**config.mk**
```make
export PLATFORM = sky130hd
export DESIGN_NAME = hpd_isqrt
export DESIGN_NICKNAME = d
export VERILOG_FILES = /design/src/rtl/hpd_isqrt.sv
export SDC_FILE = /design/constraint.sdc
export NUM_CORES = 1
export LEC_CHECK = 0
export ABC_AREA = 1
export CORE_AREA = 8 8 233 235
export CTS_BUF_LIST = sky130_fd_sc_hd__clkbuf_2
export DETAILED_ROUTE_END_ITERATION = 12
export DIE_AREA = 0 0 241 243
export DONT_BUFFER_PORTS = 1
export HOLD_SLACK_MARGIN = 0.15
export PLACE_DENSITY = 0.58
export SKIP_CTS_REPAIR_TIMING = 1
export SYNTH_ARGS = -nofsm -noshare
export SYNTH_HDL_FRONTEND = slang
export SYNTH_SLANG_ARGS = --single-unit
```
**constraint.sdc**
```tcl
create_clock -name clk_i -period 13.8 [get_ports clk_i]
set_clock_uncertainty 0.1 [all_clocks]
set_input_delay 4.14 -clock clk_i [delete_from_list [all_inputs] [get_ports clk_i]]
set_output_delay 4.14 -clock clk_i [all_outputs]
set_load 0.01 [all_outputs]
```
**src/rtl/hpd_isqrt.sv**
```systemverilog
// Bit-serial floor square root, two radicand bits per cycle.
module hpd_isqrt (
  input  logic        clk_i,
  input  logic        rst_ni,
  input  logic        start_i,
  input  logic [63:0] value_i,
  output logic        done_o,
  output logic [31:0] root_o
);

  logic [63:0] rem_q, rem_d, res_q, res_d, bit_q, bit_d;
  logic        busy_q, busy_d;

  always_comb begin
    rem_d = rem_q;
    res_d = res_q;
    bit_d = bit_q;
    busy_d = busy_q;
    if (start_i) begin
      rem_d = value_i;
      res_d = '0;
      bit_d = 64'h4000_0000_0000_0000;
      busy_d = 1'b1;
    end else if (busy_q) begin
      if (rem_q >= res_q + bit_q) begin
        rem_d = rem_q - (res_q + bit_q);
        res_d = (res_q >> 1) + bit_q;
      end else begin
        res_d = res_q >> 1;
      end
      bit_d = bit_q >> 2;
      if (bit_q[1:0] != 2'b00) busy_d = 1'b0;
    end
  end

  always_ff @(posedge clk_i or negedge rst_ni) begin
    if (!rst_ni) begin
      busy_q <= 1'b0;
    end else begin
      busy_q <= busy_d;
    end
  end

  always_ff @(posedge clk_i) begin
    rem_q <= rem_d;
    res_q <= res_d;
    bit_q <= bit_d;
  end

  assign done_o = !busy_q;
  assign root_o = res_q[31:0];

endmodule

```
==> summary.md <==
| Metric | Value |
|---|---|
| Max Cap Viol | `0` |
| Final Cycle Share | `48.1%` |
| CP max FO | `50` |
| Final instance area | `20500 sq um` |
| Tmin final | `6.64 ns` |
| Worst Path Buf+Inv | `2` |
| Pwr Density | `204 nW/um^2` |
| Sequential-to-total area share from yosys stat | `19.4%` |
| Leakage | `9.31 nW` |
| Least-Margin Pin Slew | `0.951 ns` |
| Initial antenna violation count | `3` |
| Cells after DPL | `4133` |
| Die height | `243 um` |
| Mean area per synthesized cell | `5.61 sq um` |
| Synthesized area | `20000 sq um` |
| Routed length per instance | `19.2 um` |
| Minimum hold slack | `0.382 ns` |
| Detail Placement HPWL | `65500 um` |
| Maximum vdd ir drop | `0.000119 V` |
| CTS max path bufs | `2` |
| Via density | `5.32` |
| Num CTS Buffers | `17` |
| Final core utilization | `40.5%` |
| Die ar. | `58600 sq um` |
| Cell chain of the critical path | `buf_4 -> clkinv_2` |
| Slowest cell on crit path | `buf_4` |
| Setup tns final | `0 ns` |
| Setup CP Type | `flip-flop to output pin` |
| Synth Register Bits | `161` |
| Area contributors post-synth | `nand2_1, dfxtp_1, edfxtp_1` |
| Slowest Stage Delay on Critical Path | `0.44 ns` |
| First-pass GRT wire length | `123000 um` |
| Vias in the first global route | `21800` |
| Total GRT Usage | `27.3%` |
| Worst-path clk slew | `0.34 ns` |
| Post-Synthesis Cells | `3562` |
| Slew HR | `35.9%` |
| Mapped Nets | `3760` |
| DP Area | `20300 sq um` |
| Horiz. Die Dim | `241 um` |
| WP data required | `9.56 ns` |
| Initial core utilization | `39.4%` |
| Layout area overhead | `2.77%` |
| Initial DRC Count | `1890` |
| Post-route ant nets | `0` |
| Root Buffer | `clkbuf_2` |
| Worst skew pair latency | `1.13 ns` |
| # IOs | `100` |
| Predominant post-synthesis flop cell | `dfxtp_1` |
| I/O Buffers | `0` |
| Final Setup Violations | `0` |
| FP Rows | `83` |
| Post-synth EDFFs | `64` |
| Area share of the largest cell type after synthesis | `22.8%` |
| Critical path endpoint category | `output pin` |
| Unique masters post-synth | `43` |
| Nets | `3670` |
| RSZ-0062 raised after global routing | `false` |
| Critical path data arrival time | `2.40 ns` |
| Yosys top cell by area | `nand2_1` |
| Max Fclk | `151 MHz` |
| Ys Warns | `0` |
| DRC violations left | `0` |
| Startpoint types | `flip-flop` |
| Largest net degree at the start of global routing | `138` |
| CORE AREA | `50700 sq um` |
| Max Slew Vio Count | `0` |
| Placer Congestion | `1.02` |
| Tightest Hold Check Type | `flip-flop to flip-flop` |
| Layout cells sized above 1 | `2.53%` |
| Gr ovfl total | `0` |
| Status | `complete, no violations` |
| Drt pass-1 iters | `6` |
| CTS tree | `done` |
| Top delay family on crit path | `buffers and inverters` |
| Vias | `22200` |
| CTS HTree Levels | `4` |
| CTS Sinks | `161` |
| Final Hold Viols | `0` |
| Routed WL | `79900 um` |
| Post-synth ARST share | `0.621%` |
| Non-filler cells, final | `4168` |
## metrics by stage
step | worst slack (ns) | power (mW)
2_1_floorplan | 7.19 | 3.03
3_3_place_gp | 7.72 | 3.84
3_5_place_dp | 7.75 | 3.83
4_1_cts | 7.02 | 4.16
5_1_grt | 7.00 | 4.59
6_report | 7.16 | 4.19
## synth_stat cells, drive strengths merged (44+ instances only)
library cell	instances
dfxtp	96
inv	488
xnor2	49
nand2	1217
buf	74
a21oi	223
ha	130
edfxtp	64
nor2	450
o21ai	182
xor2	52
nand3	301
clkbuf	44
## power by group
part / total, mW / switching, mW / internal (mW)
Sequential: 0.958 / 0.239 / 0.719
Clock: 0.315 / 0.223 / 0.0918
Combinational: 2.92 / 1.96 / 0.961
## area by class of cell
type	instances	area (sq um)
antenna	3	7.51
clock buffer	18	90.1
clock inverter	14	166
fill	5890	30100
inverter	489	1840
multi-input combinational	2794	13600
sequential	161	3870
tap	680	851
timing repair buffer	9	67.6
## worst min-delay path, stage by stage, from the launching register on
cell	delay [ns]
dfxtp_1	0.41
nor2_1	0.12
nor2_1	0.05
## kinds of logic after synthesis
logic type,count (synthesis),synth area share [%]
adder cells (fa/ha/maj),131,8.24
AO/OA/AOI/OAI,473,12.8
AND/OR/NAND/NOR,2089,42.8
XOR/XNOR,101,4.43
buffers and inverters,607,12.4
flip-flops,161,19.4
## sequential cells by signal, summed over array words and instances (netlist names)
| register | cells |
|---|---|
| res_q | 64 |
| rem_q | 64 |
| bit_q | 32 |
| busy_q | 1 |
## placed cells by master (no fill, tap or decap), drive strengths merged, types with 4 or more instances in the layout
master,synthesis,final
o21bai,23,23
ha,130,130
xnor2,49,49
clkbuf,44,18
nand3b,30,30
a31oi,13,13
nand3,301,301
or2,14,14
o21a,4,4
inv,488,496
a211oi,5,5
xor2,52,52
a21o,14,14
dfxtp,96,96
o21ai,182,182
buf,74,9
nor3,38,38
nor2,450,450
nand4,27,27
a21oi,223,223
clkinv,1,5
edfxtp,64,64
nand2,1217,1217
nor4,9,9
## routing by layer
metal  global-route usage (%)  part of all wire [%]
met3                     3.72                   5.9
met4                     13.5                   5.0
met5                        0                     0
met1                     34.8                    44
met2                     44.5                    46
## worst paths after layout
path	from	end	slack, ns	depth (start not counted)
worst max-delay path	busy_q$_DFF_PN0_	done_o	7.16	2
worst min-delay path	bit_q[50]$_SDFFE_PP0P_	bit_q[48]$_SDFFE_PP0P_	0.38	2
worst max register to register	res_q[30]$_SDFFE_PP0P_	rem_q[9]$_DFFE_PP_	7.51	21
worst min register to register	bit_q[50]$_SDFFE_PP0P_	bit_q[48]$_SDFFE_PP0P_	0.38	2
max in group asynchronous	rst_ni	busy_q$_DFF_PN0_	10.96	0
min in group asynchronous	rst_ni	busy_q$_DFF_PN0_	2.57	0
Note: power is estimated with default switching activity, not from simulation.
